==> src/rtl/ttip_pkg.sv <==
`default_nettype none

package ttip_pkg;

   // Field widths fixed by the interface
   localparam int CH_BITS          = 8;
   localparam int BASE_BITS        = 6;
   localparam int DIGIT_BITS       = 6;
   localparam int VALUE_BITS       = 64;
   localparam int END_BITS         = 16;
   localparam int CSR_INDEX_BITS   = 2;
   localparam int CSR_DATA_BITS    = 6;
   localparam int PROD_BITS        = VALUE_BITS + BASE_BITS + 1;
   localparam int OFFSET_BITS_DEFAULT = 16;

   // Configuration register indexes
   localparam logic [CSR_INDEX_BITS-1:0] CSR_BASE_SETTING = 2'd0;
   localparam logic [CSR_INDEX_BITS-1:0] CSR_SIGNED_MODE  = 2'd1;

   // Register reset values
   localparam logic [BASE_BITS-1:0] BASE_SETTING_RESET = 6'd0;
   localparam logic                 SIGNED_MODE_RESET  = 1'b1;

   // Bases
   localparam logic [BASE_BITS-1:0] BASE_OCT     = 6'd8;
   localparam logic [BASE_BITS-1:0] BASE_DEC     = 6'd10;
   localparam logic [BASE_BITS-1:0] BASE_HEX     = 6'd16;
   localparam logic [BASE_BITS-1:0] BASE_MIN     = 6'd2;
   localparam logic [BASE_BITS-1:0] BASE_MAX     = 6'd36;
   localparam logic [DIGIT_BITS-1:0] DIGIT_NONE  = 6'd36;

   // Limits
   localparam logic [VALUE_BITS-1:0] SIGNED_MAX_VALUE   = 64'h7FFF_FFFF_FFFF_FFFF;
   localparam logic [VALUE_BITS-1:0] SIGNED_MIN_VALUE   = 64'h8000_0000_0000_0000;
   localparam logic [VALUE_BITS-1:0] UNSIGNED_MAX_VALUE = 64'hFFFF_FFFF_FFFF_FFFF;

   // Characters
   localparam logic [CH_BITS-1:0] CH_SPACE = 8'h20;
   localparam logic [CH_BITS-1:0] CH_HT    = 8'h09;
   localparam logic [CH_BITS-1:0] CH_CR    = 8'h0D;
   localparam logic [CH_BITS-1:0] CH_PLUS  = 8'h2B;
   localparam logic [CH_BITS-1:0] CH_MINUS = 8'h2D;
   localparam logic [CH_BITS-1:0] CH_0     = 8'h30;
   localparam logic [CH_BITS-1:0] CH_9     = 8'h39;
   localparam logic [CH_BITS-1:0] CH_UA    = 8'h41;
   localparam logic [CH_BITS-1:0] CH_UZ    = 8'h5A;
   localparam logic [CH_BITS-1:0] CH_LA    = 8'h61;
   localparam logic [CH_BITS-1:0] CH_LZ    = 8'h7A;
   localparam logic [CH_BITS-1:0] CH_UX    = 8'h58;
   localparam logic [CH_BITS-1:0] CH_LX    = 8'h78;

   // Parser phase
   typedef enum logic [5:0] {
      PH_WS     = 6'b000001,
      PH_SIGNED = 6'b000010,
      PH_ZERO   = 6'b000100,
      PH_HEXPFX = 6'b001000,
      PH_DIGITS = 6'b010000,
      PH_DONE   = 6'b100000
   } phase_type;

   // Per-string conversion state (offset counters live beside it)
   typedef struct packed {
      phase_type              phase;
      logic [VALUE_BITS-1:0]  acc;
      logic                   neg;
      logic                   ovf;
      logic                   seen;
      logic [BASE_BITS-1:0]   wbase;
   } state_type;

   localparam state_type STATE_START = '{
      phase: PH_WS,
      acc:   '0,
      neg:   1'b0,
      ovf:   1'b0,
      seen:  1'b0,
      wbase: BASE_DEC
   };

   typedef struct packed {
      logic [VALUE_BITS-1:0] value;
      logic                  overflow;
      logic                  converted;
      logic [END_BITS-1:0]   end_offset;
   } result_type;

   // Digit value of a character, DIGIT_NONE for anything else
   function automatic logic [DIGIT_BITS-1:0] digit_of(input logic [CH_BITS-1:0] c);
      logic [CH_BITS-1:0] v;
      v = {2'b00, DIGIT_NONE};
      if (c inside {[CH_0:CH_9]}) begin
         v = c - CH_0;
      end else if (c inside {[CH_UA:CH_UZ]}) begin
         v = c - CH_UA + 8'd10;
      end else if (c inside {[CH_LA:CH_LZ]}) begin
         v = c - CH_LA + 8'd10;
      end
      return v[DIGIT_BITS-1:0];
   endfunction

   // Out-of-range working base falls back to decimal
   function automatic logic [BASE_BITS-1:0] eff_base(input logic [BASE_BITS-1:0] b);
      return (b < BASE_MIN || b > BASE_MAX) ? BASE_DEC : b;
   endfunction

endpackage

`default_nettype wire

==> src/rtl/ttip_step.sv <==
`default_nettype none

module ttip_step #(
   parameter int OFFSET_BITS = ttip_pkg::OFFSET_BITS_DEFAULT
) (
   input  wire logic [ttip_pkg::BASE_BITS-1:0] base_setting,
   input  wire logic                           signed_mode,
   input  wire logic [ttip_pkg::CH_BITS-1:0]   ch,
   input  wire logic                           first,
   input  wire ttip_pkg::state_type            state_q,
   input  wire logic [OFFSET_BITS-1:0]         count_q,
   input  wire logic [OFFSET_BITS-1:0]         last_q,
   output ttip_pkg::state_type                 state_d,
   output logic [OFFSET_BITS-1:0]              count_d,
   output logic [OFFSET_BITS-1:0]              last_d,
   output logic                                fin,
   output ttip_pkg::result_type                result
);
   import ttip_pkg::*;

   state_type             cur;
   logic [OFFSET_BITS-1:0] cur_count;
   logic [OFFSET_BITS-1:0] cur_last;
   logic [DIGIT_BITS-1:0] d;
   logic                  autob;
   logic                  lead_zero;
   logic [BASE_BITS-1:0]  wb_start;
   logic [BASE_BITS-1:0]  wb_zero;
   logic [BASE_BITS-1:0]  cur_eff;
   logic [BASE_BITS-1:0]  acc_base;
   logic [VALUE_BITS-1:0] limit;
   logic [PROD_BITS-1:0]  prod;
   logic                  over;
   logic                  num_start;
   logic                  do_acc;
   logic [END_BITS-1:0]   end_sat;

   // A string start restarts the conversion before this character is looked at
   assign cur       = first ? STATE_START : state_q;
   assign cur_count = first ? '0 : count_q;
   assign cur_last  = first ? '0 : last_q;

   assign d         = digit_of(ch);
   assign autob     = base_setting < BASE_MIN;
   assign lead_zero = (ch == CH_0) && (autob || base_setting == BASE_HEX);
   assign wb_start  = autob ? BASE_DEC : base_setting;
   assign wb_zero   = autob ? BASE_OCT : BASE_HEX;
   assign cur_eff   = eff_base(cur.wbase);

   // Base used by the multiply-add this cycle
   always_comb begin
      if (cur.phase == PH_WS || cur.phase == PH_SIGNED) begin
         acc_base = lead_zero ? wb_zero : wb_start;
      end else begin
         acc_base = cur_eff;
      end
   end

   // Multiply-add with saturation check against the type limit
   always_comb begin
      if (signed_mode) begin
         limit = cur.neg ? SIGNED_MIN_VALUE : SIGNED_MAX_VALUE;
      end else begin
         limit = UNSIGNED_MAX_VALUE;
      end
      prod = PROD_BITS'(cur.acc) * PROD_BITS'(acc_base) + PROD_BITS'(d);
      over = prod > PROD_BITS'(limit);
   end

   // Phase sequencing
   always_comb begin
      state_d   = cur;
      count_d   = cur_count;
      last_d    = cur_last;
      num_start = 1'b0;
      do_acc    = 1'b0;
      fin       = 1'b0;
      if (cur.phase != PH_DONE) begin
         count_d = (&cur_count) ? cur_count : cur_count + 1'b1;
         case (cur.phase)
            PH_WS: begin
               if (ch == CH_SPACE || ch inside {[CH_HT:CH_CR]}) begin
                  state_d.phase = PH_WS;
               end else if (ch == CH_MINUS) begin
                  state_d.neg   = 1'b1;
                  state_d.phase = PH_SIGNED;
               end else if (ch == CH_PLUS) begin
                  state_d.phase = PH_SIGNED;
               end else begin
                  num_start = 1'b1;
               end
            end
            PH_SIGNED: begin
               num_start = 1'b1;
            end
            PH_ZERO: begin
               if (ch == CH_LX || ch == CH_UX) begin
                  state_d.wbase = BASE_HEX;
                  state_d.phase = PH_HEXPFX;
               end else begin
                  state_d.phase = PH_DIGITS;
                  if (d < cur_eff) begin
                     do_acc = 1'b1;
                  end else begin
                     fin = 1'b1;
                  end
               end
            end
            PH_HEXPFX: begin
               if (d < BASE_HEX) begin
                  do_acc        = 1'b1;
                  state_d.phase = PH_DIGITS;
               end else begin
                  fin = 1'b1;
               end
            end
            PH_DIGITS: begin
               if (d < cur_eff) begin
                  do_acc = 1'b1;
               end else begin
                  fin = 1'b1;
               end
            end
            default: begin
            end
         endcase

         // First character of the number: latch the base
         if (num_start) begin
            if (base_setting > BASE_MAX) begin
               fin = 1'b1;
            end else if (lead_zero) begin
               state_d.wbase = wb_zero;
               state_d.phase = PH_ZERO;
               do_acc        = 1'b1;
            end else if (d < wb_start) begin
               state_d.wbase = wb_start;
               state_d.phase = PH_DIGITS;
               do_acc        = 1'b1;
            end else begin
               state_d.wbase = wb_start;
               fin           = 1'b1;
            end
         end

         // Accumulate; digits past saturation are consumed only
         if (do_acc) begin
            last_d       = count_d;
            state_d.seen = 1'b1;
            if (!cur.ovf) begin
               if (over) begin
                  state_d.ovf = 1'b1;
               end else begin
                  state_d.acc = prod[VALUE_BITS-1:0];
               end
            end
         end

         if (fin) begin
            state_d.phase = PH_DONE;
         end
      end
   end

   // End offset saturates at the field width
   generate
      if (OFFSET_BITS > END_BITS) begin : g_end_sat
         assign end_sat = (|cur_last[OFFSET_BITS-1:END_BITS]) ? '1 : cur_last[END_BITS-1:0];
      end else begin : g_end_ext
         assign end_sat = END_BITS'(cur_last);
      end
   endgenerate

   // Result of a finished string
   always_comb begin
      result.overflow   = cur.seen & cur.ovf;
      result.converted  = cur.seen;
      result.end_offset = cur.seen ? end_sat : '0;
      if (!cur.seen) begin
         result.value = '0;
      end else if (cur.ovf) begin
         if (signed_mode) begin
            result.value = cur.neg ? SIGNED_MIN_VALUE : SIGNED_MAX_VALUE;
         end else begin
            result.value = UNSIGNED_MAX_VALUE;
         end
      end else begin
         result.value = cur.neg ? (VALUE_BITS'(0) - cur.acc) : cur.acc;
      end
   end

endmodule

`default_nettype wire

==> src/rtl/text_to_integer_parser_unit.sv <==
`default_nettype none

// Channel   | Direction | Handshake        | Payload
// ----------+-----------+------------------+-------------------------------------------
// req_      | in        | valid / stall    | ch[7:0], first
// rsp_      | out       | valid / stall    | value[63:0], overflow, converted,
//           |           |                  | end_offset[15:0]
// csr_      | in        | valid / ready    | index[1:0], data[5:0]
//
// One character per cycle while the response does not stall. A request is captured in
// the input register, converted by a single 64x6 multiply-add and limit compare, and
// its result (if it ends the number) lands in the response register.
// Reset is synchronous and restores the register defaults and the string-start state.
// A stalled response holds the pipe only when the input register also has a request.

module text_to_integer_parser_unit #(
   parameter int OFFSET_BITS = ttip_pkg::OFFSET_BITS_DEFAULT
) (
   input  wire logic                                clock,
   input  wire logic                                reset,
   input  wire logic                                req_valid,
   output logic                                     req_stall,
   input  wire logic [ttip_pkg::CH_BITS-1:0]        req_ch,
   input  wire logic                                req_first,
   output logic                                     rsp_valid,
   input  wire logic                                rsp_stall,
   output logic [ttip_pkg::VALUE_BITS-1:0]          rsp_value,
   output logic                                     rsp_overflow,
   output logic                                     rsp_converted,
   output logic [ttip_pkg::END_BITS-1:0]            rsp_end_offset,
   input  wire logic                                csr_valid,
   output logic                                     csr_ready,
   input  wire logic [ttip_pkg::CSR_INDEX_BITS-1:0] csr_index,
   input  wire logic [ttip_pkg::CSR_DATA_BITS-1:0]  csr_data
);
   import ttip_pkg::*;

   logic [BASE_BITS-1:0]   base_ff;
   logic                   smode_ff;
   logic                   in_valid_ff;
   logic                   in_valid_in;
   logic [CH_BITS-1:0]     in_ch_ff;
   logic                   in_first_ff;
   state_type              state_ff;
   state_type              state_in;
   logic [OFFSET_BITS-1:0] count_ff;
   logic [OFFSET_BITS-1:0] count_in;
   logic [OFFSET_BITS-1:0] last_ff;
   logic [OFFSET_BITS-1:0] last_in;
   logic                   rsp_valid_ff;
   logic                   rsp_valid_in;
   result_type             rsp_ff;
   result_type             result;
   logic                   fin;
   logic                   adv;

   // Configuration registers
   assign csr_ready = 1'b1;

   always_ff @(posedge clock) begin
      if (reset) begin
         base_ff  <= BASE_SETTING_RESET;
         smode_ff <= SIGNED_MODE_RESET;
      end else if (csr_valid && csr_ready) begin
         case (csr_index)
            CSR_BASE_SETTING: base_ff  <= csr_data[BASE_BITS-1:0];
            CSR_SIGNED_MODE:  smode_ff <= csr_data[0];
            default: begin
            end
         endcase
      end
   end

   // Flow control: the input register moves on when the response slot is free
   assign adv          = in_valid_ff && (!rsp_valid_ff || !rsp_stall);
   assign req_stall    = in_valid_ff && !adv;
   assign in_valid_in  = req_stall ? in_valid_ff : req_valid;

   always_comb begin
      if (adv) begin
         rsp_valid_in = fin;
      end else if (!rsp_stall) begin
         rsp_valid_in = 1'b0;
      end else begin
         rsp_valid_in = rsp_valid_ff;
      end
   end

   // Conversion step
   ttip_step #(
      .OFFSET_BITS (OFFSET_BITS)
   ) u_step (
      .base_setting (base_ff),
      .signed_mode  (smode_ff),
      .ch           (in_ch_ff),
      .first        (in_first_ff),
      .state_q      (state_ff),
      .count_q      (count_ff),
      .last_q       (last_ff),
      .state_d      (state_in),
      .count_d      (count_in),
      .last_d       (last_in),
      .fin          (fin),
      .result       (result)
   );

   // Control and conversion state
   always_ff @(posedge clock) begin
      if (reset) begin
         in_valid_ff  <= 1'b0;
         rsp_valid_ff <= 1'b0;
         state_ff     <= STATE_START;
         count_ff     <= '0;
         last_ff      <= '0;
      end else begin
         in_valid_ff  <= in_valid_in;
         rsp_valid_ff <= rsp_valid_in;
         if (adv) begin
            state_ff <= state_in;
            count_ff <= count_in;
            last_ff  <= last_in;
         end
      end
   end

   // Payload registers
   always_ff @(posedge clock) begin
      if (req_valid && !req_stall) begin
         in_ch_ff    <= req_ch;
         in_first_ff <= req_first;
      end
      if (adv && fin) begin
         rsp_ff <= result;
      end
   end

   assign rsp_valid      = rsp_valid_ff;
   assign rsp_value      = rsp_ff.value;
   assign rsp_overflow   = rsp_ff.overflow;
   assign rsp_converted  = rsp_ff.converted;
   assign rsp_end_offset = rsp_ff.end_offset;

endmodule

`default_nettype wire
==> config.mk <==
export PLATFORM = sky130hd
export DESIGN_NAME = text_to_integer_parser_unit
export DESIGN_NICKNAME = d
export VERILOG_FILES = /design/src/rtl/ttip_pkg.sv /design/src/rtl/ttip_step.sv /design/src/rtl/text_to_integer_parser_unit.sv
export SDC_FILE = /design/constraint.sdc
export NUM_CORES = 2
export LEC_CHECK = 0
export BUFFER_PORTS_ARGS = -buffer_cell sky130_fd_sc_hd__buf_4
export CAP_MARGIN = 20
export CORE_ASPECT_RATIO = 0.9
export CORE_MARGIN = 2
export CORE_UTILIZATION = 60
export CTS_CLUSTER_SIZE = 12
export DETAILED_ROUTE_END_ITERATION = 7
export GPL_ROUTABILITY_DRIVEN = 0
export HOLD_SLACK_MARGIN = 0.15
export PLACE_DENSITY = 0.87
export SYNTH_ARGS = -nofsm -noshare
export SYNTH_HDL_FRONTEND = slang
export SYNTH_HIERARCHICAL = 1
export SYNTH_SLANG_ARGS = --single-unit
==> constraint.sdc <==
create_clock -name clock -period 20.5 [get_ports clock]
set_input_delay 4.1 -clock clock [delete_from_list [all_inputs] [get_ports clock]]
set_output_delay 4.1 -clock clock [all_outputs]
set_load 0.005 [all_outputs]
==> results.md <==
* Outcome: finished, final reports clean
* Hold Path Class: flop to flop
* Avg Vias per Cell at 6.30
* ANT nets after route at 0
* Gr ovfl total at 0
* Critical path class: flop to flop
* Port Buffers at 105
* Slew HR at 19.4%
* Final period utilization at roughly 56%
* CTS tree: yes
* Critical path launch point type: flop
* Crit end category: flop
* Reg2Reg Setup Slack at 9.04 ns
* Post-route cell area at roughly 30000 µm²
* Post-synth ARST share at 0%
* Worst setup startpoint: in_first_ff
* Hpwl dp at approximately 56 mm
* Final Max Tran Viols at 0
* Final nets at ~3800
* Worst Max-Slew Pin Slew at 1.19 ns
* Pre-Repair DR Iteration Count at 6
* CTS Root Cell: clkbuf_16
* Setup violations, final at 0
* Slowest CP cell: or4_4
* Worst R2R End: state_ff[31]
* IO Pins at 107
* Global-route wire length before repair at 124 mm
* CTS clock-pin slew for the worst setup and hold paths at around 0.060 ns
* DR WL/cell at about 20 µm
* Main synth FF type: dfxtp_1
* CTS buffer count at 26
* Yosys cell types at 90
* Layout cells sized above 1 at 8.00%
* Cts-stage hold buffer count at 0
* Setup TNS at 0 ns
* CP top delay family: simple AND/OR/NAND/NOR gates
* # fillers at 3650
* R2R depth at 40
* Req. time, crit path at ~21 ns
* Fin util at about 64%
* Unrepaired setup endpoints after global routing: false
* Largest net degree at the start of global routing at 129
* Initial antenna violation count at 0
* Total wire length at ~77 mm
* Synth Register Bits at ~210
* Post-synth EDFFs at 91
* Clk_lat worst skew at between 0.5 and 0.6 ns
* Worst Setup EP: state_ff[31]
* Vias in the first global route at between 20000 and 25000
* Clock Skews at between 0.02 and 0.025 ns
* HP Start: state_ff[65]
* Pleak at between 10 and 15 nW
* Post-Syn Instances at approximately 3300
* Die Height at 209 µm
* Max-cap violations at 0
* Syn Area/Cell at 8.55 µm²
* Syn nets at about 3800
* VDD IR-drop max at around 0.055 mV
* CTS sink cnt at 211
* Area of placed instances at just under 30000 µm²
* YS warnings at 6
* Worst R2R Start: in_first_ff
* Crit path buf inv count at 7
* Post-Synthesis Cell Area at 28000 µm²
* Die X-Extent at between 200 and 250 µm
* Max FO, Critical Path at between 50 and 60
* Seq/Total Area, Yosys at between 15 and 20%
* Via count at around 24000
* # H-tree levels at 1
* Residual DRC count at 0
* Layout area overhead at 6.59%
* CTS Buffer Depth at 3
* Core area at roughly 46000 µm²
* Initial Util at between 60% and 70%
* Initial drt markers at approximately 2600
* Postcts setup bufs at 0
* Final Hold Viols at 0
* Power Dens Cells at roughly 38 nW/µm²
* Worst Path Arrival at 11.87 ns
* DIE AREA at a little under 50000 µm²
* Critical Path Max Stage Delay at between 0.8 and 0.9 ns
* Post-CTS sizing at 0
* Instance count on the critical path at 40
* Final min period at approximately 11 ns
* Maximum clock frequency at about 87 MHz
* Site Rows at 75
* Total Routing Usage GR at between 30% and 40%
* Antenna Cells at 0
## flip-flops by register name (all words and copies together) (netlist names)
name,count
in_valid_ff,1
rsp_converted,1
last_ff,16
smode_ff,1
base_ff,6
in_ch_ff,8
rsp_overflow,1
state_ff,79
rsp_end_offset,16
count_ff,16
rsp_valid,1
rsp_value,64
in_first_ff,1
## final cells by class
type,instances,area [µm²],area share (%)
multi-input combinational,2642,21100,70.8
sequential,211,5140,17.2
timing repair buffer,133,1030,3.46
inverter,239,897,3.01
tap,616,771,2.59
clock buffer,33,698,2.34
clock inverter,15,164,0.550
## synthesized netlist by cell type (41+ instances only)
cell type | n | area (µm²)
ha_1 | 235 | 2940
a21oi_1 | 200 | 1000
mux2_4 | 46 | 691
mux2i_1 | 134 | 1340
xor2_1 | 85 | 744
nor2b_1 | 62 | 388
nor2_1 | 370 | 1390
nand2b_1 | 244 | 1530
a21o_1 | 41 | 308
fa_1 | 252 | 5040
nor3_1 | 41 | 205
dfxtp_1 | 120 | 2400
edfxtp_1 | 91 | 2730
o21ai_0 | 111 | 556
nand3_1 | 41 | 205
xnor2_1 | 59 | 517
nand2_1 | 335 | 1260
inv_1 | 238 | 893
clkbuf_1 | 132 | 495
## metrics by stage
step	setup WS, ns	hold WS, ns	power, mW	std cells
2_1_floorplan	10.81	0.444	0.591	3270
3_3_place_gp	9.53	0.456	0.638	3839
3_5_place_dp	9.19	0.460	0.642	3839
4_1_cts	9.09	0.470	1.12	3887
5_1_grt	8.45	0.491	1.15	3889
6_report	9.04	0.480	1.12	3889
## cells in the final DEF, fill, tap and decap left out, types with 20 or more instances in the layout
master,synthesis,layout
nand4_1,33,33
o21ai_0,111,111
fa_1,252,252
ha_1,235,235
a21oi_1,200,197
xnor2_1,59,59
edfxtp_1,91,91
a21o_1,41,41
nor4_1,24,24
mux2_4,46,46
nand2_1,335,335
xor2_1,85,85
buf_4,3,131
clkbuf_16,0,27
o21a_1,20,20
nor2b_1,62,62
a31oi_1,22,21
nor3_1,41,41
dfxtp_1,120,119
o31ai_1,22,22
mux2i_1,134,133
nand3_1,41,41
nand2b_1,244,244
and2_1,27,27
nor2_1,370,370
inv_1,238,236
## worst min-delay path by stage
stage                         endpoint  slack (ns)  cells after the start
after floorplan            count_ff[0]        0.44                      2
after global placement     state_ff[6]        0.46                      2
after detailed placement  state_ff[65]        0.46                      2
after CTS                 state_ff[65]        0.47                      2
after global routing      state_ff[65]        0.49                      2
final                     state_ff[65]        0.48                      2
## worst min-delay path, cell delays in order, from the launching register on
cell and delay (ns):
dfxtp_1 0.30, nand2b_1 0.07, mux2i_1 0.06
## power by group
group / internal, mW / switching [mW] / leakage [nW]
Sequential: 0.455 / 0.00955 / 1.78
Combinational: 0.0650 / 0.110 / 11.6
Clock: 0.279 / 0.201 / 0.410
Total: 0.799 / 0.320 / 13.8
## kinds of logic after synthesis
| family | count (synthesis) | share of synthesized area, % |
|---|---|---|
| buf+inv | 417 | 6.46 |
| mux | 189 | 7.63 |
| compound gates | 570 | 12.9 |
| fa+ha+maj | 487 | 28.6 |
| flops | 211 | 18.4 |
| other cells | 1 | 0.0134 |
| simple gates | 1251 | 21.6 |
| xor+xnor | 144 | 4.51 |
## metal layers
metal / vias to the layer above / routed length, µm / track usage [%]
li1: 11055 / - / -
met1: 11792 / 30800 / 41.6
met2: 1385 / 34100 / 49.8
met3: 254 / 8700 / 8.08
met4: 0 / 3180 / 11.6
met5: - / 0 / 0
(Power assumes the default switching activity.)
